## config.mk

```make
export PLATFORM = sky130hd
export DESIGN_NAME = adaptive_rep_counter
export DESIGN_NICKNAME = d
export VERILOG_FILES = /design/src/rtl/core/arc_pkg.sv /design/src/rtl/core/adaptive_rep_counter.sv
export SDC_FILE = /design/constraint.sdc
export NUM_CORES = 1
export LEC_CHECK = 0
export BUFFER_PORTS_ARGS = -buffer_cell sky130_fd_sc_hd__buf_2
export CORE_ASPECT_RATIO = 1.2
export CORE_UTILIZATION = 40
export DETAILED_ROUTE_END_ITERATION = 8
export PLACE_DENSITY = 0.6
export SETUP_SLACK_MARGIN = 0.2
export SLEW_MARGIN = 10
export SYNTH_ARGS = -nofsm -noshare
export SYNTH_HDL_FRONTEND = slang
export SYNTH_SLANG_ARGS = --single-unit
export TNS_END_PERCENT = 30
```

## constraint.sdc

```tcl
create_clock -name clock -period 9.31 [get_ports clock]
set_input_delay 0.931 -clock clock [delete_from_list [all_inputs] [get_ports clock]]
set_output_delay 0.931 -clock clock [all_outputs]
set_load 0.01 [all_outputs]
```

## src/rtl/core/arc_pkg.sv

```systemverilog
// Shared types and constants for the adaptive repetition counter.
// No dependencies; imported by adaptive_rep_counter.
package arc_pkg;

   localparam int SAMPLE_BITS_DEFAULT    = 16;
   localparam int REP_COUNT_BITS_DEFAULT = 16;

   localparam int TARGET_BITS     = 8;
   localparam int SCALE_BITS      = 9;
   localparam int SCALE_FRAC_BITS = 8;
   localparam int CSR_INDEX_BITS  = 2;

   localparam int UP_RESET     = 4096;
   localparam int DOWN_RESET   = -4096;
   localparam int TARGET_RESET = 10;
   localparam int SCALE_RESET  = 179;

   typedef enum logic [CSR_INDEX_BITS-1:0] {
      CSR_UP_LEVEL   = 2'd0,
      CSR_DOWN_LEVEL = 2'd1,
      CSR_TARGET     = 2'd2,
      CSR_SCALE      = 2'd3
   } csr_index_type;

   typedef enum logic [1:0] {
      PHASE_CHOOSE = 2'd0,
      PHASE_TRAIN  = 2'd1,
      PHASE_COUNT  = 2'd2
   } phase_type;

   typedef enum logic [1:0] {
      AXIS_NONE = 2'd0,
      AXIS_X    = 2'd1,
      AXIS_Y    = 2'd2,
      AXIS_Z    = 2'd3
   } axis_type;

endpackage

```

## src/rtl/core/adaptive_rep_counter.sv

```systemverilog
// Adaptive repetition counter: axis choice, hysteresis training, rep counting.
// Depends on arc_pkg for types, register indexes and reset values.
// An accepted word passes the input register and shows on rsp_ once it reaches the result register.
// Throughput: one word per cycle while rsp_ is not stalled; input register, one update stage, result register.
// A stalled result word holds the input register, which then stalls req_.
// Reset: synchronous, active high; clears all tracking state and loads register defaults.
module adaptive_rep_counter #(
   parameter int SAMPLE_BITS    = arc_pkg::SAMPLE_BITS_DEFAULT,
   parameter int REP_COUNT_BITS = arc_pkg::REP_COUNT_BITS_DEFAULT
) (
   input  logic                                  clock,
   input  logic                                  reset,
   input  logic                                  csr_write,
   input  logic [arc_pkg::CSR_INDEX_BITS-1:0]    csr_index,
   input  logic [((SAMPLE_BITS > arc_pkg::SCALE_BITS) ? SAMPLE_BITS
                  : arc_pkg::SCALE_BITS)-1:0]    csr_data,
   input  logic                                  req_valid,
   output logic                                  req_stall,
   input  logic signed [SAMPLE_BITS-1:0]         req_accel_x,
   input  logic signed [SAMPLE_BITS-1:0]         req_accel_y,
   input  logic signed [SAMPLE_BITS-1:0]         req_accel_z,
   input  logic                                  req_restart,
   output logic                                  rsp_valid,
   input  logic                                  rsp_stall,
   output logic [1:0]                            rsp_phase,
   output logic [1:0]                            rsp_chosen_axis,
   output logic                                  rsp_moving_up,
   output logic [arc_pkg::TARGET_BITS-1:0]       rsp_training_done_count,
   output logic [REP_COUNT_BITS-1:0]             rsp_rep_total,
   output logic                                  rsp_rep_event,
   output logic signed [SAMPLE_BITS-1:0]         rsp_learned_up,
   output logic signed [SAMPLE_BITS-1:0]         rsp_learned_down
);
   import arc_pkg::*;

   localparam int PROD_BITS = SAMPLE_BITS + SCALE_BITS + 1;
   localparam int HEAD_BITS = PROD_BITS - SAMPLE_BITS + 1;

   // configuration
   logic signed [SAMPLE_BITS-1:0] up_level_ff;
   logic signed [SAMPLE_BITS-1:0] down_level_ff;
   logic [TARGET_BITS-1:0]        target_ff;
   logic [SCALE_BITS-1:0]         scale_ff;

   // input register
   logic                          in_valid_ff, in_valid_in;
   logic signed [SAMPLE_BITS-1:0] in_x_ff, in_y_ff, in_z_ff;
   logic                          in_restart_ff;

   // tracking state
   axis_type                      axis_ff, axis_in;
   logic                          up_ff, up_in;
   logic [TARGET_BITS-1:0]        train_ff, train_in;
   logic [REP_COUNT_BITS-1:0]     reps_ff, reps_in;
   logic signed [SAMPLE_BITS-1:0] peak_high_ff, peak_high_in;
   logic signed [SAMPLE_BITS-1:0] peak_low_ff, peak_low_in;
   logic signed [SAMPLE_BITS-1:0] learned_high_ff, learned_high_in;
   logic signed [SAMPLE_BITS-1:0] learned_low_ff, learned_low_in;

   // result register
   logic                          rsp_valid_ff, rsp_valid_in;
   phase_type                     rsp_phase_ff, phase_in;
   logic                          rsp_event_ff, event_in;

   logic                          out_free, fire, req_take;
   logic [SAMPLE_BITS-1:0]        mag_x, mag_y, mag_z;
   logic signed [SAMPLE_BITS-1:0] sample;
   logic signed [SAMPLE_BITS-1:0] scaled_high, scaled_low;

   function automatic logic signed [SAMPLE_BITS-1:0] scale_sat(
      input logic signed [SAMPLE_BITS-1:0] peak,
      input logic [SCALE_BITS-1:0]         scale
   );
      logic signed [PROD_BITS-1:0] prod;
      logic signed [PROD_BITS-1:0] quot;
      logic [HEAD_BITS-1:0]        head;
      logic signed [SAMPLE_BITS-1:0] res;
      prod = PROD_BITS'(peak) * PROD_BITS'(signed'({1'b0, scale}));
      // truncate toward zero
      if (prod[PROD_BITS-1])
         quot = (prod + PROD_BITS'((1 << SCALE_FRAC_BITS) - 1)) >>> SCALE_FRAC_BITS;
      else
         quot = prod >>> SCALE_FRAC_BITS;
      head = quot[PROD_BITS-1:SAMPLE_BITS-1];
      if (head != '0 && head != '1)
         res = quot[PROD_BITS-1] ? {1'b1, {(SAMPLE_BITS-1){1'b0}}}
                                 : {1'b0, {(SAMPLE_BITS-1){1'b1}}};
      else
         res = quot[SAMPLE_BITS-1:0];
      return res;
   endfunction

   assign out_free  = !rsp_valid_ff || !rsp_stall;
   assign fire      = in_valid_ff && out_free;
   assign req_stall = in_valid_ff && !out_free;
   assign req_take  = req_valid && !req_stall;

   assign in_valid_in  = req_take ? 1'b1 : (fire ? 1'b0 : in_valid_ff);
   assign rsp_valid_in = fire ? 1'b1 : (rsp_stall ? rsp_valid_ff : 1'b0);

   assign mag_x = in_x_ff[SAMPLE_BITS-1] ? SAMPLE_BITS'(-in_x_ff) : in_x_ff;
   assign mag_y = in_y_ff[SAMPLE_BITS-1] ? SAMPLE_BITS'(-in_y_ff) : in_y_ff;
   assign mag_z = in_z_ff[SAMPLE_BITS-1] ? SAMPLE_BITS'(-in_z_ff) : in_z_ff;

   always_comb begin
      case (axis_ff)
         AXIS_X:  sample = in_x_ff;
         AXIS_Y:  sample = in_y_ff;
         default: sample = in_z_ff;
      endcase
   end

   always_comb begin
      axis_in         = axis_ff;
      up_in           = up_ff;
      train_in        = train_ff;
      reps_in         = reps_ff;
      peak_high_in    = peak_high_ff;
      peak_low_in     = peak_low_ff;
      learned_high_in = learned_high_ff;
      learned_low_in  = learned_low_ff;
      event_in        = 1'b0;
      scaled_high     = '0;
      scaled_low      = '0;

      if (in_restart_ff) begin
         if (train_ff != '0) begin
            axis_in         = AXIS_NONE;
            up_in           = 1'b0;
            train_in        = '0;
            reps_in         = '0;
            peak_high_in    = '0;
            peak_low_in     = '0;
            learned_high_in = '0;
            learned_low_in  = '0;
         end
      end else if (axis_ff == AXIS_NONE) begin
         if (mag_x > mag_y && mag_x > mag_z)
            axis_in = AXIS_X;
         else if (mag_y > mag_x && mag_y > mag_z)
            axis_in = AXIS_Y;
         else
            axis_in = AXIS_Z;
      end else if (train_ff < target_ff) begin
         if (sample > peak_high_ff) peak_high_in = sample;
         if (sample < peak_low_ff) peak_low_in = sample;
         if (sample > up_level_ff && !up_ff) begin
            up_in = 1'b1;
         end else if (sample < down_level_ff && up_ff) begin
            up_in    = 1'b0;
            train_in = train_ff + 1'b1;
            event_in = 1'b1;
         end
         scaled_high = scale_sat(peak_high_in, scale_ff);
         scaled_low  = scale_sat(peak_low_in, scale_ff);
         if (train_in == target_ff) begin
            learned_high_in = scaled_high;
            learned_low_in  = scaled_low;
         end
      end else begin
         if (sample > learned_high_ff && !up_ff) begin
            up_in = 1'b1;
         end else if (sample < learned_low_ff && up_ff) begin
            up_in    = 1'b0;
            event_in = 1'b1;
            if (reps_ff != '1) reps_in = reps_ff + 1'b1;
         end
      end

      if (axis_in == AXIS_NONE)
         phase_in = PHASE_CHOOSE;
      else if (train_in < target_ff)
         phase_in = PHASE_TRAIN;
      else
         phase_in = PHASE_COUNT;
   end

   always_ff @(posedge clock) begin
      if (reset) begin
         up_level_ff   <= SAMPLE_BITS'(UP_RESET);
         down_level_ff <= SAMPLE_BITS'(DOWN_RESET);
         target_ff     <= TARGET_BITS'(TARGET_RESET);
         scale_ff      <= SCALE_BITS'(SCALE_RESET);
      end else if (csr_write) begin
         case (csr_index_type'(csr_index))
            CSR_UP_LEVEL:   up_level_ff   <= csr_data[SAMPLE_BITS-1:0];
            CSR_DOWN_LEVEL: down_level_ff <= csr_data[SAMPLE_BITS-1:0];
            CSR_TARGET:     target_ff     <= csr_data[TARGET_BITS-1:0];
            CSR_SCALE:      scale_ff      <= csr_data[SCALE_BITS-1:0];
            default: ;
         endcase
      end
   end

   always_ff @(posedge clock) begin
      if (reset) begin
         in_valid_ff  <= 1'b0;
         rsp_valid_ff <= 1'b0;
      end else begin
         in_valid_ff  <= in_valid_in;
         rsp_valid_ff <= rsp_valid_in;
      end
   end

   always_ff @(posedge clock) begin
      if (req_take) begin
         in_x_ff       <= req_accel_x;
         in_y_ff       <= req_accel_y;
         in_z_ff       <= req_accel_z;
         in_restart_ff <= req_restart;
      end
   end

   always_ff @(posedge clock) begin
      if (reset) begin
         axis_ff         <= AXIS_NONE;
         up_ff           <= 1'b0;
         train_ff        <= '0;
         reps_ff         <= '0;
         peak_high_ff    <= '0;
         peak_low_ff     <= '0;
         learned_high_ff <= '0;
         learned_low_ff  <= '0;
      end else if (fire) begin
         axis_ff         <= axis_in;
         up_ff           <= up_in;
         train_ff        <= train_in;
         reps_ff         <= reps_in;
         peak_high_ff    <= peak_high_in;
         peak_low_ff     <= peak_low_in;
         learned_high_ff <= learned_high_in;
         learned_low_ff  <= learned_low_in;
      end
   end

   // result word; the copied state fields follow the state registers
   always_ff @(posedge clock) begin
      if (fire) begin
         rsp_phase_ff <= phase_in;
         rsp_event_ff <= event_in;
      end
   end

   assign rsp_valid               = rsp_valid_ff;
   assign rsp_phase               = rsp_phase_ff;
   assign rsp_chosen_axis         = axis_ff;
   assign rsp_moving_up           = up_ff;
   assign rsp_training_done_count = train_ff;
   assign rsp_rep_total           = reps_ff;
   assign rsp_rep_event           = rsp_event_ff;
   assign rsp_learned_up          = learned_high_ff;
   assign rsp_learned_down        = learned_low_ff;

endmodule
```

==> Yosys cells after proc, flatten, opt, wreduce, memory -nomap -nowiden <==
Index checks and enable logic that the tools add are counted.
Widths: inputs -> output; s select.
{ "classes": {"n_eq_ne": 15, "reduce_logical": 38, "add_sub_neg": 7, "magnitude_cmp": 12, "mux": 77, "mul": 2} }
{ "ops": {"columns": ["operator", "n"], "rows": [
  ["$mux 16", 36],
  ["$mux 26", 8],
  ["$gt 16x16->1", 7],
  ["$mux 8", 9],
  ["$add 26x9->26 const B", 2],
  ["$mul 16x10->26", 2],
  ["$lt 16x16->1", 3],
  ["$neg 16->16", 3],
  ["$pmux 16 s2", 1],
  ["$ne 11x11->1 const B", 2],
  ["$reduce_bool 11->1", 2],
  ["$mux 1", 18],
  ["$add 16x1->16 const B", 1],
  ["$lt 8x8->1", 2],
  ["$ne 16x16->1 const B", 1],
  ["$logic_and 1x1->1", 11],
  ["$mux 2", 5],
  ["$reduce_and 5->1", 2],
  ["$reduce_bool 2->1", 5],
  ["$add 8x1->8 const B", 1],
  ["$eq 8x8->1", 1],
  ["$reduce_and 2->1", 4],
  ["$reduce_bool 8->1", 1],
  ["$reduce_and 7->1", 1],
  ["other kinds (11)", 23]
]} }
{ "totals": {"ff_bits": 194, "in_bits": 72, "output_inout_bits": 64, "elab_cells": 171} }

==> Longest topological paths before layout <==
{ "depth": {"ltp_word": 20, "depth_mapped": 42, "depth_no_buf": 34} }

==> Worst setup path after synthesis <==
No wires, ideal clock.
{ "synth_timing": {"path_type": "register -> register", "start": "reg axis_ff[0] (netlist: rsp_chosen_axis[0])", "end": "reg learned_high_ff[7] (netlist: rsp_learned_up[7])", "n_path_buf": 7, "setup_slack_ns": -0.941, "t_required_ns": 9.193, "setup_time_ns": 0.117, "t_arrival_ns": 10.135, "path_stages_with_launch": 38, "synth_period_minus_slack_ns": 10.251, "path_cell_list": "dfxtp_1 -> inv_1 -> ha_1 -> buf_2 -> buf_1 -> clkbuf_1 -> nor2_1 -> a21oi_1 -> ha_1 -> nand3_1 -> nor3_1 -> a221o_1 -> or4_1 -> and2_1 -> buf_2 -> buf_1 -> mux2_2 -> and2_1 -> (+2 left out) -> fa_1 -> fa_1 -> inv_1 -> fa_1 -> inv_1 -> ha_1 -> buf_6 -> a21o_1 -> a2111oi_2 -> o21ai_0 -> nand3_1 -> o2111ai_1 -> or4_1 -> buf_2 -> or3_4 -> nor4b_4 -> o211ai_1 -> a22o_1"} }
{ "synth_between": {"elab_chain_len": 20, "elab_cells_between_ends": 37, "classes_between": "add/sub (1); mul (1); order compare (3); eq/ne (5); mux (20); reduce/logical (7)"} }
{ "synth_rtl": {"columns": ["element", "line_no", "rtl"], "rows": [
  ["start: declaration", "adaptive_rep_counter.sv:51", "axis_type axis_ff, axis_in;"],
  ["start signal: assignment", "adaptive_rep_counter.sv:225", "axis_ff <= axis_in;"],
  ["$eq 2x2->1 / $eq 2x1->1 (equally long branches)", "adaptive_rep_counter.sv:106", "case (axis_ff)"],
  ["$pmux 16 s2", "adaptive_rep_counter.sv:106", null],
  ["$gt 16x16->1", "adaptive_rep_counter.sv:145", "if (sample > peak_high_ff) peak_high_in = sample;"],
  ["$mux 16", "adaptive_rep_counter.sv:145", null],
  ["$mux 16", "adaptive_rep_counter.sv:144", "end else if (train_ff < target_ff) begin"],
  ["$mux 16", "adaptive_rep_counter.sv:137", "end else if (axis_ff == AXIS_NONE) begin"],
  ["$mux 16", "adaptive_rep_counter.sv:126", "if (in_restart_ff) begin"],
  ["$mul 16x10->26", "adaptive_rep_counter.sv:78", "prod = PROD_BITS'(peak) * PROD_BITS'(signed'({1'b0, scale}));"],
  ["(+4 left out)", null, null],
  ["$mux 26", "adaptive_rep_counter.sv:126", null],
  ["$ne 11x11->1 / $reduce_bool 11->1 (equally long branches)", "adaptive_rep_counter.sv:85", "if (head != '0 && head != '1)"],
  ["$logic_and 1x1->1", "adaptive_rep_counter.sv:85", null],
  ["$mux 16", "adaptive_rep_counter.sv:85", null],
  ["$mux 16", "adaptive_rep_counter.sv:156", "if (train_in == target_ff) begin"],
  ["$mux 16", "adaptive_rep_counter.sv:144", null],
  ["$mux 16", "adaptive_rep_counter.sv:137", null],
  ["$mux 16", "adaptive_rep_counter.sv:126", null],
  ["end signal: assignment", "adaptive_rep_counter.sv:231", "learned_high_ff <= learned_high_in;"],
  ["end: declaration", "adaptive_rep_counter.sv:57", "logic signed [SAMPLE_BITS-1:0] learned_high_ff, learned_high_in;"]
]} }
Parallel ways exist; a longest one is shown, timed or not. The select of a mux whose other input is x is not followed.
A chain may end at the register's enable or synchronous reset.

==> Worst setup path in the final report <==
{ "layout_timing": {"start": "reg axis_ff[1] (netlist: rsp_chosen_axis[1])", "end": "reg learned_low_ff[10] (netlist: rsp_learned_down[10])"} }
{ "layout_between": {"elab_chain_len": 20, "elab_cells_between_ends": 37, "classes_between": "add/sub (1); mul (1); order compare (3); eq/ne (5); mux (20); reduce/logical (7)"} }
{ "layout_rtl": {"columns": ["element", "line_no", "rtl"], "rows": [
  ["$eq 2x2->1 / $eq 2x1->1 (equally long branches)", "adaptive_rep_counter.sv:106", null],
  ["$pmux 16 s2", "adaptive_rep_counter.sv:106", null],
  ["$lt 16x16->1", "adaptive_rep_counter.sv:146", "if (sample < peak_low_ff) peak_low_in = sample;"],
  ["$mux 16", "adaptive_rep_counter.sv:146", null],
  ["$mux 16", "adaptive_rep_counter.sv:144", null],
  ["$mux 16", "adaptive_rep_counter.sv:137", null],
  ["$mux 16", "adaptive_rep_counter.sv:126", null],
  ["$mul 16x10->26", "adaptive_rep_counter.sv:78", null],
  ["(+4 left out)", null, null],
  ["$mux 26", "adaptive_rep_counter.sv:126", null],
  ["$ne 11x11->1 / $reduce_bool 11->1 (equally long branches)", "adaptive_rep_counter.sv:85", null],
  ["$logic_and 1x1->1", "adaptive_rep_counter.sv:85", null],
  ["$mux 16", "adaptive_rep_counter.sv:85", null],
  ["$mux 16", "adaptive_rep_counter.sv:156", null],
  ["$mux 16", "adaptive_rep_counter.sv:144", null],
  ["$mux 16", "adaptive_rep_counter.sv:137", null],
  ["$mux 16", "adaptive_rep_counter.sv:126", null],
  ["end signal: assignment", "adaptive_rep_counter.sv:232", "learned_low_ff <= learned_low_in;"],
  ["end: declaration", "adaptive_rep_counter.sv:58", "logic signed [SAMPLE_BITS-1:0] learned_low_ff, learned_low_in;"]
]} }
Parallel ways exist; a longest one is shown, timed or not. The select of a mux whose other input is x is not followed.

==> key figures <==
Route
  – Initial drt markers: between 1000 and 1500
  – Avg WL per Cell: around 18 µm
  – Total Wirelength: between 70 and 80 mm
  – Drt pass-1 iters: 5
  – DRC viols: 0
  – Vias per inst: roughly 5.4
  – Routed Antenna Nets: 0
  – Vias: around 22000

Floorplanning
  – I/O pin cnt: approximately 140
  – FP Rows: 100
  – Die Y: ~280 µm
  – Die area: 64100 µm²
  – Die width: 231 µm
  – Core ar.: 62200 µm²
  – Initial Utilization: 0.406

Timing
  – Worst slew margin: 0.159
  – Count of final setup violators: 0
  – Transition time at the pin with the least slew margin: 1.25 ns
  – Fmax: approximately 0.11 GHz
  – RSZ-0062 raised after global routing: true
  – Final Slew Violations: 0
  – Min Tclk post-route: ~9.1 ns
  – Clock Skew: between 0.01 and 0.015 ns
  – Final period util: 0.973
  – Final hold slack: approximately 0.45 ns
  – Post-route setup slack: roughly 0.26 ns
  – Final Hold Viols: 0

Final layout
  – Inserted Diodes: 0
  – Area grow syn2layout: 18.6%
  – Final Cell Area: 29900 µm²
  – Layout cells sized above 1: 0.187
  – Filler instances: ~6000
  – Nets@finish: 3881

Setup path
  – Top Family by Delay on Critical Path: adder cells
  – Arr. time, crit path: roughly 9.5 ns
  – Most frequent CP cell: fa_1
  – Worst EP required: ~9.7 ns
  – Crit path buf inv count: 11
  – Critical Path Slowest Stage Cell: a2111oi_2
  – Critical Path Source Type: register
  – Type of the worst setup path: register to register
  – CP endpoint kind: register
  – Critical Path Max Stage Delay: 0.58 ns
  – Crit-path max FO: 10

Global route
  – Vias in the first global route: about 22000
  – Gr usage total: 0.234
  – First-pass GRT wire length: approximately 120 mm
  – Largest net degree at the start of global routing: 95
  – Initial antenna violation count: 0
  – Gr ovfl total: 0

Clock network
  – Clk Latency, worst-skew pair: 0.47 ns
  – H-tree depth: 4
  – Clock sinks: about 190
  – CTS clk-pin slew, worst paths: around 0.080 ns
  – Clk buf depth: 2
  – Cts bufs inserted: 17
  – CTS tree: built
  – Root Buffer: clkbuf_16
  – Hold-fix buffers, CTS: 0

Synth
  – Yosys reg bits: roughly 190
  – Post-synth cell types: 100
  – Mapped Cells: 3020
  – Top cells by area, synth: fa_1 (19%), ha_1 (14%), dfxtp_1 (11%)
  – Number of flops mapped to enable cells by yosys: 52
  – Seq/Total Area, Yosys: 0.175
  – Syn_nets: 3614
  – Ys Warns: 0
  – Synth top area share: 0.194
  – Post-synth ARST share: 0
  – Count leader, synth: inv_1
  – Area leader, netlist: fa_1
  – List of most frequent post-synthesis cells: inv_1 (441), nand2_1 (329), ha_1 (278), fa_1 (244), a21oi_1 (194)
  – Cell area after synthesis: 25200 µm²
  – Post-synth top flop: dfxtp_1
  – Syn_area_per_cell: ~8.4 µm²

Placement
  – GPL Wtd Cong: between 0.9 and 1
  – Post-DP Area: about 28000 µm²
  – Pre-CTS setup slack: -0.0351 ns
  – DP HPWL: 59.1 mm
  – PortBufs: 135

Flow run
  – Maximum capacitance violations: 0

Run status
  – Status: complete, no violations

Worst hold path
  – Min-delay worst type: register to register
## cell usage in the layout (no fill, tap or decap), types with 11 or more instances in the layout
cell and instances:
nand3_1 55, a21oi_2 14, edfxtp_1 52, o21ai_0 75, nand3b_1 15, nor2b_1 62
buf_4 215, or3_1 20, nor4_1 13, xor2_1 37, o21ai_1 34, nor3_1 38
and4_1 11, xnor2_1 74, o21a_1 19, clkbuf_16 20, fa_1 239, a31oi_1 21
a22oi_2 11, buf_2 134, ha_4 13, or2_2 11, mux2_4 12, nand4_1 38
nand2_1 326, ha_1 258, o31ai_1 17, and2_1 111, nor2_1 164, o211ai_1 17
a21o_1 60, nand2b_1 29, inv_1 434, dfxtp_1 140, a21oi_1 172
## cells by family (layout without fill, tap and decap cells)
group           after synthesis  after routing  share of synthesized area
compound gates              613            614                      0.159
xor+xnor                    120            120                     0.0422
fa+ha+maj                   522            522                      0.331
buf+inv                     562            838                     0.0850
flops                       194            194                      0.175
mux                          26             27                     0.0118
simple gates                983            985                      0.196
## what timing repair did
action / CTS / global route
cloned: 2 / 5
endpoints found under the hold margin: 0 / 0
gates resized for setup: 31 / 141
setup buffers: 13 / 37
endpoints found under the setup margin: 32 / 32
pin swaps: 12 / 57
## state kept, by name, indices dropped and copies added (netlist names), 2 cells and up
signal	cells
target_ff	8
in_y_ff	16
up_level_ff	16
rsp_learned_down	16
peak_low_ff	16
rsp_learned_up	16
in_z_ff	16
rsp_training_done_count	8
rsp_phase	2
scale_ff	9
in_x_ff	16
peak_high_ff	16
rsp_chosen_axis	2
down_level_ff	16
rsp_rep_total	16
## final timing paths
path | end | from | slack (ns) | cells after the start
worst max register to register | rsp_learned_down[10] | rsp_chosen_axis[1] | 0.26 | 38
worst max-delay path | rsp_learned_down[10] | rsp_chosen_axis[1] | 0.26 | 38
worst min-delay path | peak_low_ff[12] | peak_low_ff[12] | 0.45 | 2
worst min register to register | peak_low_ff[12] | peak_low_ff[12] | 0.45 | 2
## tightest hold or removal path, cell delays in order (launching register included)
cell and delay [ns]:
dfxtp_1 0.31, nand2_1 0.05, a21oi_1 0.05
## per-stage QoR
step	util	TNS, ns	instances
3_5_place_dp	0.453	-0.113	4027
2_1_floorplan	-	0	3020
3_3_place_gp	0.453	0	4027
4_1_cts	0.467	0	4074
6_report	0.481	0	4116
5_1_grt	0.481	-1.43	4116
## metal layers
metal | part of all wire | global-route usage
met1 | 0.41 | 0.289
met2 | 0.50 | 0.419
met3 | 0.037 | 0.0159
met4 | 0.046 | 0.0956
met5 | 0 | 0
## area by class of cell
type | instances | area (µm²) | area share
Clock inverter | 9 | 67.6 | 0.00226
Timing Repair Buffer | 364 | 2520 | 0.0843
Multi-Input combinational cell | 2268 | 19800 | 0.660
Sequential cell | 194 | 4410 | 0.147
Inverter | 442 | 1660 | 0.0555
Clock buffer | 23 | 490 | 0.0164
Tap cell | 816 | 1020 | 0.0341
Power is left out: the tool's default activity adds up to more than one toggle a clock period on the data nets, which glitch-free logic cannot reach.
